File: src/rtl/mbrot_pkg.sv
`timescale 1ns / 1ps
package mbrot_pkg;

    localparam int FRAC_BITS  = 26;
    localparam int MAX_DIM    = 4096;
    localparam int WORD_W     = 32;
    localparam int COORD_W    = 12;
    localparam int DIM_W      = 13;
    localparam int ITER_W     = 16;
    localparam int OFFS_W     = 31;
    localparam int COLOUR_W   = 24;
    localparam int CFG_IDX_W  = 3;
    localparam int CFG_DATA_W = 32;

    localparam int DVD_W = COORD_W + FRAC_BITS + 1;
    localparam int DVS_W = ITER_W;
    localparam int SQ_W  = 2 * WORD_W - FRAC_BITS;

    localparam logic [COLOUR_W-1:0] GAMUT     = '1;
    localparam logic [SQ_W:0]       ESC_LIMIT = (SQ_W + 1)'(4) << FRAC_BITS;

    localparam logic [ITER_W-1:0] RST_MAX_ITER  = 16'd256;
    localparam logic [DIM_W-1:0]  RST_WIDTH     = 13'd640;
    localparam logic [DIM_W-1:0]  RST_HEIGHT    = 13'd480;
    localparam logic [OFFS_W-1:0] RST_OFFSET_RE = 31'd100663296;
    localparam logic [OFFS_W-1:0] RST_OFFSET_IM = 31'd67108864;

    typedef enum logic [CFG_IDX_W-1:0] {
        CFG_MAX_ITER  = 3'd0,
        CFG_WIDTH     = 3'd1,
        CFG_HEIGHT    = 3'd2,
        CFG_OFFSET_RE = 3'd3,
        CFG_OFFSET_IM = 3'd4
    } cfg_idx_t;

    typedef enum logic [1:0] {
        DSEL_COL  = 2'd0,
        DSEL_ROW  = 2'd1,
        DSEL_STEP = 2'd2
    } div_sel_t;

    typedef struct packed {
        logic [ITER_W-1:0] max_iter;
        logic [DIM_W-1:0]  width;
        logic [DIM_W-1:0]  height;
        logic [OFFS_W-1:0] offset_re;
        logic [OFFS_W-1:0] offset_im;
    } cfg_t;

    typedef struct packed {
        logic     load_pixel;
        logic     div_start;
        logic     div_capture;
        div_sel_t div_sel;
        logic     mul;
        logic     test;
        logic     out_load;
    } cmd_t;

    typedef struct packed {
        logic div_done;
        logic escaped;
        logic last;
    } sts_t;

    function automatic logic [DVS_W-1:0] sat_dim(input logic [DIM_W-1:0] d);
        logic [DVS_W-1:0] r;
        if (d == '0) begin
            r = DVS_W'(1);
        end else if (int'(d) > MAX_DIM) begin
            r = DVS_W'(MAX_DIM);
        end else begin
            r = DVS_W'(d);
        end
        return r;
    endfunction

endpackage

File: src/rtl/mbrot_ctrl.sv
`timescale 1ns / 1ps
module mbrot_ctrl
    import mbrot_pkg::*;
(
    input  logic aclk,
    input  logic aresetn,
    input  logic s_valid,
    output logic s_ready,
    output logic m_valid,
    input  logic m_ready,
    input  sts_t sts,
    output cmd_t cmd
);

    typedef enum logic [5:0] {
        ST_IDLE     = 6'b000001,
        ST_DIV_GO   = 6'b000010,
        ST_DIV_WAIT = 6'b000100,
        ST_MUL      = 6'b001000,
        ST_TEST     = 6'b010000,
        ST_DONE     = 6'b100000
    } state_t;

    state_t   state_reg, state_next;
    div_sel_t sel_reg, sel_next;
    logic     out_valid_reg, out_valid_next;

    always_comb begin
        state_next     = state_reg;
        sel_next       = sel_reg;
        out_valid_next = out_valid_reg;
        cmd            = '0;
        cmd.div_sel    = sel_reg;
        if (m_ready) begin
            out_valid_next = 1'b0;
        end
        unique case (state_reg)
            ST_IDLE: begin
                if (s_valid) begin
                    cmd.load_pixel = 1'b1;
                    sel_next       = DSEL_COL;
                    state_next     = ST_DIV_GO;
                end
            end
            ST_DIV_GO: begin
                cmd.div_start = 1'b1;
                state_next    = ST_DIV_WAIT;
            end
            ST_DIV_WAIT: begin
                if (sts.div_done) begin
                    cmd.div_capture = 1'b1;
                    if (sel_reg == DSEL_STEP) begin
                        state_next = ST_MUL;
                    end else begin
                        sel_next   = (sel_reg == DSEL_COL) ? DSEL_ROW : DSEL_STEP;
                        state_next = ST_DIV_GO;
                    end
                end
            end
            ST_MUL: begin
                cmd.mul    = 1'b1;
                state_next = ST_TEST;
            end
            ST_TEST: begin
                cmd.test = 1'b1;
                if (sts.escaped || sts.last) begin
                    state_next = ST_DONE;
                end else begin
                    state_next = ST_MUL;
                end
            end
            ST_DONE: begin
                if (!out_valid_reg || m_ready) begin
                    cmd.out_load   = 1'b1;
                    out_valid_next = 1'b1;
                    state_next     = ST_IDLE;
                end
            end
            default: begin
                state_next = ST_IDLE;
            end
        endcase
    end

    always_ff @(posedge aclk) begin
        if (!aresetn) begin
            state_reg     <= ST_IDLE;
            sel_reg       <= DSEL_COL;
            out_valid_reg <= 1'b0;
        end else begin
            state_reg     <= state_next;
            sel_reg       <= sel_next;
            out_valid_reg <= out_valid_next;
        end
    end

    assign s_ready = (state_reg == ST_IDLE);
    assign m_valid = out_valid_reg;

endmodule

File: config.mk
export PLATFORM = sky130hd
export DESIGN_NAME = mbrot_ctrl
export DESIGN_NICKNAME = d
export VERILOG_FILES = /design/src/rtl/mbrot_pkg.sv /design/src/rtl/mbrot_ctrl.sv
export SDC_FILE = /design/constraint.sdc
export NUM_CORES = 1
export LEC_CHECK = 0
export BUFFER_PORTS_ARGS = -buffer_cell sky130_fd_sc_hd__buf_2
export CORE_AREA = 2 2 39 41
export DETAILED_ROUTE_END_ITERATION = 12
export DIE_AREA = 0 0 41 43
export PLACE_DENSITY_LB_ADDON = 0.12
export SLEW_MARGIN = 20
export SYNTH_ARGS = -nofsm -noshare
export SYNTH_HDL_FRONTEND = slang
export SYNTH_SLANG_ARGS = --single-unit
File: constraint.sdc
create_clock -name aclk -period 1.8 [get_ports aclk]
set_clock_uncertainty 0.1 [all_clocks]
set_input_delay 0.36 -clock aclk [delete_from_list [all_inputs] [get_ports aclk]]
set_output_delay 0.36 -clock aclk [all_outputs]
set_load 0.1 [all_outputs]
==> flow_summary.yaml, run 1 <==
power:
  p_seq_share_pct: 16.6
  p_int_uw: 863.7
  p_leak_nw: 0.4654
  finalPower_mw: 1.568
  swShare_pct: 44.92
  p_clk_share_pct: 10.0
  pwr-share-comb_pct: 73.3
  irDropWorstVdd_mv: 0.9021
  switching_power_uw: 704.3
  p_per_area_nw_per_um2: 1449
cts:
  cts_hold_buf: 0
  worst_skew_pair.late_latency_ns: 0.26
  numCtsBuffers: 3
  clk_pin_slew_ns: 0.06
  clock_path_buffers: 2
  cts_tree: "done"
  cts_root_buf: "clkbuf_4"
  h-tree-depth: 1
  clock_sinks: 9
worst_setup_path:
  cpPeakStageDelay_ns: 0.52
  critPathArrivalTime_ns: 1.68
  rr_endpoint: "state_reg[0]"
  crit_family: "simple AND/OR/NAND/NOR gates"
  start_kind: "register"
  r2r.worst_path.cells: 4
  crit_chain: "or4b_4 > nor3_4 > and2_4 > buf_12"
  cp.buffers_inverters: 1
  endpoint_kind: "primary output"
  worstSetupPathType: "reg2out"
  required_ns: 1.34
  slowest_stage: "or4b_4"
  reg2reg_setup_slack_ns: -0.30
  cp_max_fo: 3
  r2r_start: "state_reg[0]"
run_status:
  violations: "negative setup slack"
  status: "finished, violations left"
floorplanning:
  die_w_um: 41
  initial_core_util_pct: 39.87
  core_area_sq_um: 1384
  io_pins: 17
  die_area_sq_um: 1763
  die_y_um: 43
  row_count: 14
synth:
  synth_seq_cells: 9
  post-synth-top-area-cell: "dfxtp_1"
  synth_seq_area_share_pct: 32.65
  synth_nets: 74
  ys_warn_count: 0
  synthCells: 67
  synthTopCellsByArea: "dfxtp_1 (33%), nand3b_1 (5.4%), nor2b_1 (4.5%)"
  ys_types: 32
  yosysTopAreaCellShare_pct: 32.65
  ys.flop_type: "dfxtp_1"
  syn_area_sq_um: 551.8
  synthArstFlopShare_pct: 0
  synth.avg_cell_area_sq_um: 8.236
  synth_edf_count: 0
sta:
  whs_ns: 0.2972
  worst_slew_pin_slew_ns: 0.4965
  relSlewSlack_pct: 67.13
  fmax_ghz: 0.4678
  finalHoldViolations: 0
  report.final.slew_viol_count: 0
  rsz0062_at_grt: "yes"
  post-route-min-period_ns: 2.138
  finalCritPeriodShare_pct: 118.8
  setup_ws_ns: -0.3375
  setup_viol: 12
placed_design:
  place_congestion: 0.7957
  io_buffers: 16
  dp_hpwl_mm: 1.256
drt:
  drcViolationCount: 0
  drt_iter0_drc: 6
  ant_nets: 0
  via_per_inst: 5.459
  avgRoutedWirePerCell_um: 15.04
  detail_route.first_pass.iterations: 4
  routed_wl_mm: 1.835
  vias: 666
job:
  cap_violations: 0
global_routing:
  grt_start_max_net_pins: 11
  grt_pass1_vias: 698
  antenna_found_initial: 0
  globalRouteTotalUtil_pct: 24.42
  grt_pass1_wl_mm: 2.849
  overflow: 0
layout:
  antenna_cells: 0
  area_growth_pct: 96.15
  largest_register_ffs: 6
  drive_above_1_share_pct: 62.26
  fin_nets: 114
  fill_cells: 96
hold_path:
  holdPathEnd: "state_reg[5]"
  whs_path_depth: 3
  hp-class: "in2reg"
  hold_path.startpoint: "aresetn"
[power groups by stage]
stage / clock network [mW] / registers, mW / logic (mW)
after global placement: 0 / 0.250 / 0.915
after floorplan: 0 / 0.273 / 0.575
after detailed placement: 0 / 0.251 / 0.928
after global routing: 0.172 / 0.262 / 1.21
final: 0.157 / 0.261 / 1.15
after CTS: 0.160 / 0.256 / 1.08
[stage by stage]
stage	utilization [%]	std cells	instance area, sq um	TNS, ns	setup WS, ns
6_report	78.21	122	1082	-2.149	-0.3375
5_1_grt	78.21	122	1082	-2.600	-0.3686
4_1_cts	74.05	120	1025	-1.519	-0.3043
3_5_place_dp	62.57	108	865.8	-0.6104	-0.1678
3_3_place_gp	62.57	108	865.8	-0.4692	-0.1236
2_1_floorplan	-	67	585.6	-2.358	-0.8678
[Yosys cell counts (2+ instances only)]
cell,number
dfxtp_1,9
nor2_1,6
a21oi_1,4
nand2_1,4
nand3b_1,4
nor2b_1,4
nor3_1,3
nor4_1,3
a2bb2oi_1,2
and2_1,2
buf_4,2
clkbuf_1,2
nand2b_1,2
o21ai_0,2
[routing by layer]
metal	GRT usage, %	up-vias	share of wire [%]
met2	39.06	14	53
li1	-	328	-
met5	0	-	0
met1	27.74	317	40
met3	9.948	7	4.4
met4	8.667	0	2.7
[area by class of cell]
cell class	count	area (sq um)	area share (%)
flip-flops and latches	9	186.4	17.23
multi-input cells	53	469.2	43.35
clock buffers	4	26.28	2.428
repair buffers	39	376.6	34.80
well taps	16	20.02	1.850
inverters	1	3.754	0.3468
[tightest hold or removal path, stage by stage]
cell and delay (ns):
buf_2 0.16, nand3_4 0.08, a21oi_2 0.03
[placed cells by master, fill, tap and decap left out, drive strengths merged, types with 2 or more instances in the layout]
cell type | Yosys | layout
dfxtp | 9 | 9
nor3 | 3 | 3
nor2b | 4 | 4
or4 | 2 | 2
o21ai | 2 | 2
nor2 | 6 | 6
nand3b | 4 | 4
a21oi | 4 | 4
nand2 | 4 | 4
and3 | 2 | 2
buf | 2 | 39
clkbuf | 2 | 4
a2bb2oi | 2 | 2
nand2b | 2 | 2
nor4 | 3 | 3
and2 | 2 | 2
[worst max-delay path by stage]
stage,start,endpoint,slack [ns],cells after the start
after floorplan,state_reg[1],cmd[7],-0.87,3
after global placement,state_reg[2],state_reg[0],-0.12,4
after detailed placement,state_reg[2],state_reg[0],-0.17,4
after CTS,state_reg[2],cmd[7],-0.30,4
after global routing,state_reg[2],cmd[7],-0.37,4
final,state_reg[0],cmd[7],-0.34,4
[cell families (layout without fill, tap and decap cells)]
logic type / count (synthesis) / after routing / synth area share, %
compound gates: 15 / 15 / 19.50
buf+inv: 5 / 44 / 4.761
flops: 9 / 9 / 32.65
mux: 1 / 1 / 1.814
simple gates: 37 / 37 / 41.27
[timing repair]
| item | 4_1_cts | 5_1_grt |
|---|---|---|
| pin swaps | 9 | 4 |
| gates resized for setup | 15 | 8 |
| endpoints found under the hold margin | 0 | 0 |
| buffers inserted | 8 | 2 |
| setup endpoints to repair | 13 | 12 |
No activity file was read; power rests on OpenSTA's default activity.
==> inputs of run 2 (changes only) <==
CORE_AREA = 4 4 41 43   (was 2 2 39 41)
DIE_AREA = 0 0 45 47   (was 0 0 41 43)
SETUP_SLACK_MARGIN = 0.3   (was default)
==> flow_summary.yaml, run 2 (synthesized netlist as in run 1, its figures left out) <==
placed_design:
  place_congestion: 0.7657
  dp_slack_ns: -0.2612
  place_area_sq_um: 917.1
  dp_hpwl_mm: 1.319
  io_buffers: 16
  dp_cells: 111
worst_setup_path:
  r2r.worst_path.cells: 5
  reg2reg_setup_slack_ns: -0.34
  critPathArrivalTime_ns: 1.70
  r2r_start: "state_reg[0]"
  cp_max_fo: 5
  worstSetupPathType: "reg2out"
  endpoint_kind: "primary output"
  required_ns: 1.34
  start_kind: "register"
  rr_endpoint: "state_reg[0]"
sta:
  fmax_ghz: 0.4622
  relSlewSlack_pct: 74.86
  post-route-min-period_ns: 2.163
  rsz0062_at_grt: "yes"
  finalCritPeriodShare_pct: 120.2
  setup_ws_ns: -0.3635
  setup_viol: 13
  worst_slew_pin_slew_ns: 0.3724
  finalHoldViolations: 0
  report.final.slew_viol_count: 0
  finalSetupTns_ns: -3.021
floorplanning:
  initial_core_util_pct: 42.40
  die_y_um: 47
  die_area_sq_um: 2115
  die_w_um: 45
  row_count: 13
  core_area_sq_um: 1301
  io_pins: 17
cts:
  numCtsBuffers: 3
  clk_pin_slew_ns: 0.08
  h-tree-depth: 1
  clock_sinks: 9
  cts_tree: "done"
  cts_root_buf: "clkbuf_4"
  cts_hold_buf: 0
  worst_skew_pair.late_latency_ns: 0.29
  clock_path_buffers: 2
layout:
  area_growth_pct: 116.8
  largest_register_ffs: 6
  drive_above_1_share_pct: 72.17
  mostFrequentLayoutCell: "buf_4"
  fin_cells: 130
  fin_nets: 123
  final_area_sq_um: 1196
  fill_cells: 46
  antenna_cells: 0
  most-common-layout-cells: "buf_4 (24), buf_6 (10), buf_12 (7)"
job:
  cap_violations: 0
drt:
  avgRoutedWirePerCell_um: 17.81
  detail_route.first_pass.iterations: 4
  routed_wl_mm: 2.315
  via_per_inst: 5.938
  ant_nets: 0
  vias: 772
  drt_iter0_drc: 24
  drcViolationCount: 0
global_routing:
  grt_start_max_net_pins: 11
  overflow: 0
  globalRouteTotalUtil_pct: 24.01
  grt_pass1_vias: 722
  grt_pass1_wl_mm: 3.525
  antenna_found_initial: 0
hold_path:
  hold_path.startpoint: "aresetn"
  whs_path_depth: 2
  hp-class: "in2reg"
  holdPathEnd: "state_reg[2]"
run_status:
  status: "finished, violations left"
  violations: "negative setup slack"
power:
  switching_power_uw: 782.9
  irDropWorstVdd_mv: 1.106
  p_per_area_nw_per_um2: 1462
  pwr-share-comb_pct: 73.1
  swShare_pct: 44.77
  p_seq_share_pct: 16.7
  p_int_uw: 965.7
  p_leak_nw: 0.5314
  p_clk_share_pct: 10.2
-- run 2: worst max-delay path, cell delays in order, from the launching register on --
cell and delay [ns]:
dfxtp_4 0.40, or4b_4 0.50, nor3_4 0.15, and2_4 0.19
buf_12 0.17
-- run 2: how the worst max path moves through the flow --
stage          slack, ns         start           end  depth (start not counted)
2_1_floorplan      -0.87  state_reg[1]        cmd[7]                          3
3_3_place_gp       -0.23  state_reg[0]  state_reg[0]                          4
3_5_place_dp       -0.26  state_reg[0]  state_reg[0]                          4
4_1_cts            -0.31  state_reg[2]        cmd[7]                          4
5_1_grt            -0.41  state_reg[0]        cmd[7]                          4
6_report           -0.36  state_reg[0]        cmd[7]                          4
-- run 2: per-layer routing --
layer	GRT usage, %	vias to the layer above	routed length (um)
met5	0	-	0
met4	10.53	0	104
met3	4.981	14	117
met2	38.42	41	1077
met1	31.19	366	1015
li1	-	351	-
-- run 2: stage by stage --
step / power, mW / utilization, % / hold WS [ns]
global route: 1.825 / 91.92 / 0.2659
floorplan: 0.8685 / - / 0.3775
detailed placement: 1.233 / 70.48 / 0.3732
finish: 1.749 / 91.92 / 0.2691
CTS: 1.578 / 83.75 / 0.2749
global placement: 1.222 / 70.48 / 0.3666
-- run 2: power groups by stage --
stage | combinational (mW) | clock, mW | sequential [mW]
3_5_place_dp | 0.960 | 0 | 0.273
2_1_floorplan | 0.593 | 0 | 0.276
5_1_grt | 1.33 | 0.196 | 0.296
4_1_cts | 1.13 | 0.170 | 0.281
3_3_place_gp | 0.953 | 0 | 0.269
6_report | 1.28 | 0.179 | 0.292
-- run 2: cell type report --
type                            count  area (sq um)  area share, %
Sequential cell                     9         195.2          16.32
Tap cell                           15         18.77          1.569
Inverter                            1         3.754         0.3138
Clock buffer                        3         22.52          1.883
Clock inverter                      1         5.005         0.4184
Multi-Input combinational cell     53         480.5          40.17
Timing Repair Buffer               48         470.5          39.33
-- run 2: timing repair --
| item | in CTS | in global routing |
|---|---|---|
| setup endpoints to repair | 18 | 17 |
| buffers inserted | 8 | 7 |
| pin swaps | 9 | 4 |
| resized for setup | 21 | 15 |
==> inputs of run 3 (changes only) <==
BUFFER_PORTS_ARGS = -buffer_cell sky130_fd_sc_hd__buf_4   (was -buffer_cell sky130_fd_sc_hd__buf_2)
SETUP_SLACK_MARGIN = default   (was 0.3)
==> flow_summary.yaml, run 3 (synthesized netlist as in run 1, its figures left out) <==
worst_setup_path:
  critPathArrivalTime_ns: 1.66
  crit_chain: "or4b_4 > nor3_4 > and2_4 > buf_12"
  required_ns: 1.34
  rr_endpoint: "state_reg[0]"
  endpoint_kind: "primary output"
  cpPeakStageDelay_ns: 0.56
  r2r.worst_path.cells: 5
  r2r_start: "state_reg[1]"
  crit_family: "simple AND/OR/NAND/NOR gates"
  start_kind: "register"
  worstSetupPathType: "reg2out"
  slowest_stage: "or4b_4"
  cp_max_fo: 2
  reg2reg_setup_slack_ns: -0.31
  cp.buffers_inverters: 1
floorplanning:
  row_count: 13
  die_area_sq_um: 2115
  core_area_sq_um: 1301
  io_pins: 17
  die_w_um: 45
  initial_core_util_pct: 42.40
  die_y_um: 47
hold_path:
  hp-class: "in2reg"
  hold_path.startpoint: "aresetn"
  holdPathEnd: "state_reg[5]"
  whs_path_depth: 3
drt:
  vias: 703
  via_per_inst: 5.762
  drt_iter0_drc: 17
  avgRoutedWirePerCell_um: 18.05
  routed_wl_mm: 2.202
  detail_route.first_pass.iterations: 4
  ant_nets: 0
  drcViolationCount: 0
cts:
  numCtsBuffers: 3
  cts_hold_buf: 0
  clock_path_buffers: 2
  cts_tree: "done"
  clk_pin_slew_ns: 0.07
  h-tree-depth: 1
  worst_skew_pair.late_latency_ns: 0.27
  cts_root_buf: "clkbuf_4"
  clock_sinks: 9
sta:
  finalCritPeriodShare_pct: 117.6
  setup_viol: 12
  post-route-min-period_ns: 2.117
  relSlewSlack_pct: 76.57
  fmax_ghz: 0.4724
  worst_slew_pin_slew_ns: 0.3470
  rsz0062_at_grt: "yes"
  setup_ws_ns: -0.3167
  report.final.slew_viol_count: 0
  finalHoldViolations: 0
power:
  p_leak_nw: 0.4743
  p_per_area_nw_per_um2: 1411
  irDropWorstVdd_mv: 0.9945
layout:
  fin_nets: 115
  largest_register_ffs: 6
  multi_input_area_sq_um: 486.7
  mostFrequentLayoutCell: "buf_4"
  area_growth_pct: 102.3
  fill_cells: 73
  final-seq-area_sq_um: 186.4
  most-common-layout-cells: "buf_4 (29), buf_12 (6), dfxtp_2 (5), buf_6 (5)"
  antenna_cells: 0
  final_util_pct: 85.77
  drive_above_1_share_pct: 64.49
placed_design:
  place_congestion: 0.7843
  io_buffers: 16
  dp_hpwl_mm: 1.325
  dp_slack_ns: -0.1581
global_routing:
  grt_start_max_net_pins: 11
  antenna_found_initial: 0
  grt_pass1_wl_mm: 3.374
  grt_pass1_vias: 660
  globalRouteTotalUtil_pct: 23.35
  overflow: 0
run_status:
  status: "finished, violations left"
  violations: "negative setup slack"
job:
  cap_violations: 0
-- run 3: changes by cell type in the layout (fill, tap and decap cells not counted), sizes merged --
cell / previous run / this run
buf: 47 / 40
clkinv: 1 / 0
-- run 3: where the power goes --
part	internal, mW	total (mW)	switching, mW
Combinational	0.520	1.15	0.632
Clock	0.0858	0.169	0.0835
Sequential	0.232	0.253	0.0209
-- run 3: worst max path at each step --
stage | startpoint | depth (start not counted) | end | slack, ns
after floorplan | state_reg[1] | 3 | cmd[7] | -0.87
after global placement | state_reg[0] | 5 | cmd[0] | -0.16
after detailed placement | state_reg[2] | 4 | cmd[7] | -0.16
after CTS | state_reg[1] | 4 | cmd[7] | -0.30
after global routing | state_reg[1] | 4 | cmd[7] | -0.36
final | state_reg[1] | 4 | cmd[7] | -0.32
-- run 3: worst min-delay path, delay by kind of cell --
kind / cells / cell delay (ns)
simple gates: 1 / 0.07
compound gates: 1 / 0.03
buf+inv: 1 / 0.15
-- run 3: area by class of cell --
class	instances	area share [%]
well taps	15	1.682
multi-input cells	53	43.61
flip-flops and latches	9	16.70
clock buffers	4	2.354
repair buffers	40	35.31
inverters	1	0.3363
-- run 3: per-stage QoR --
stage	std cells	setup TNS (ns)	total power, mW	hold WS, ns	area (sq um)
2_1_floorplan	67	-2.358	0.8483	0.3775	585.6
3_3_place_gp	112	-0.9180	1.077	0.3661	837.1
6_report	122	-2.260	1.575	0.2795	1116
3_5_place_dp	112	-1.019	1.082	0.3754	837.1
5_1_grt	122	-2.793	1.631	0.2806	1116
4_1_cts	121	-2.175	1.496	0.2735	1070
-- run 3: per-layer routing --
layer / routed length, um / up-vias / track usage, %
met5: 0 / - / 0
met4: 23 / 0 / 7.018
met3: 100 / 4 / 4.598
met2: 1153 / 22 / 42.09
met1: 923 / 346 / 27.94
li1: - / 331 / -
-- run 3: repair_timing --
action | in CTS | in global routing
pin swaps | 10 | 5
gates resized for setup | 35 | 9
setup buffers | 5 | 1
endpoints found under the setup margin | 12 | 13
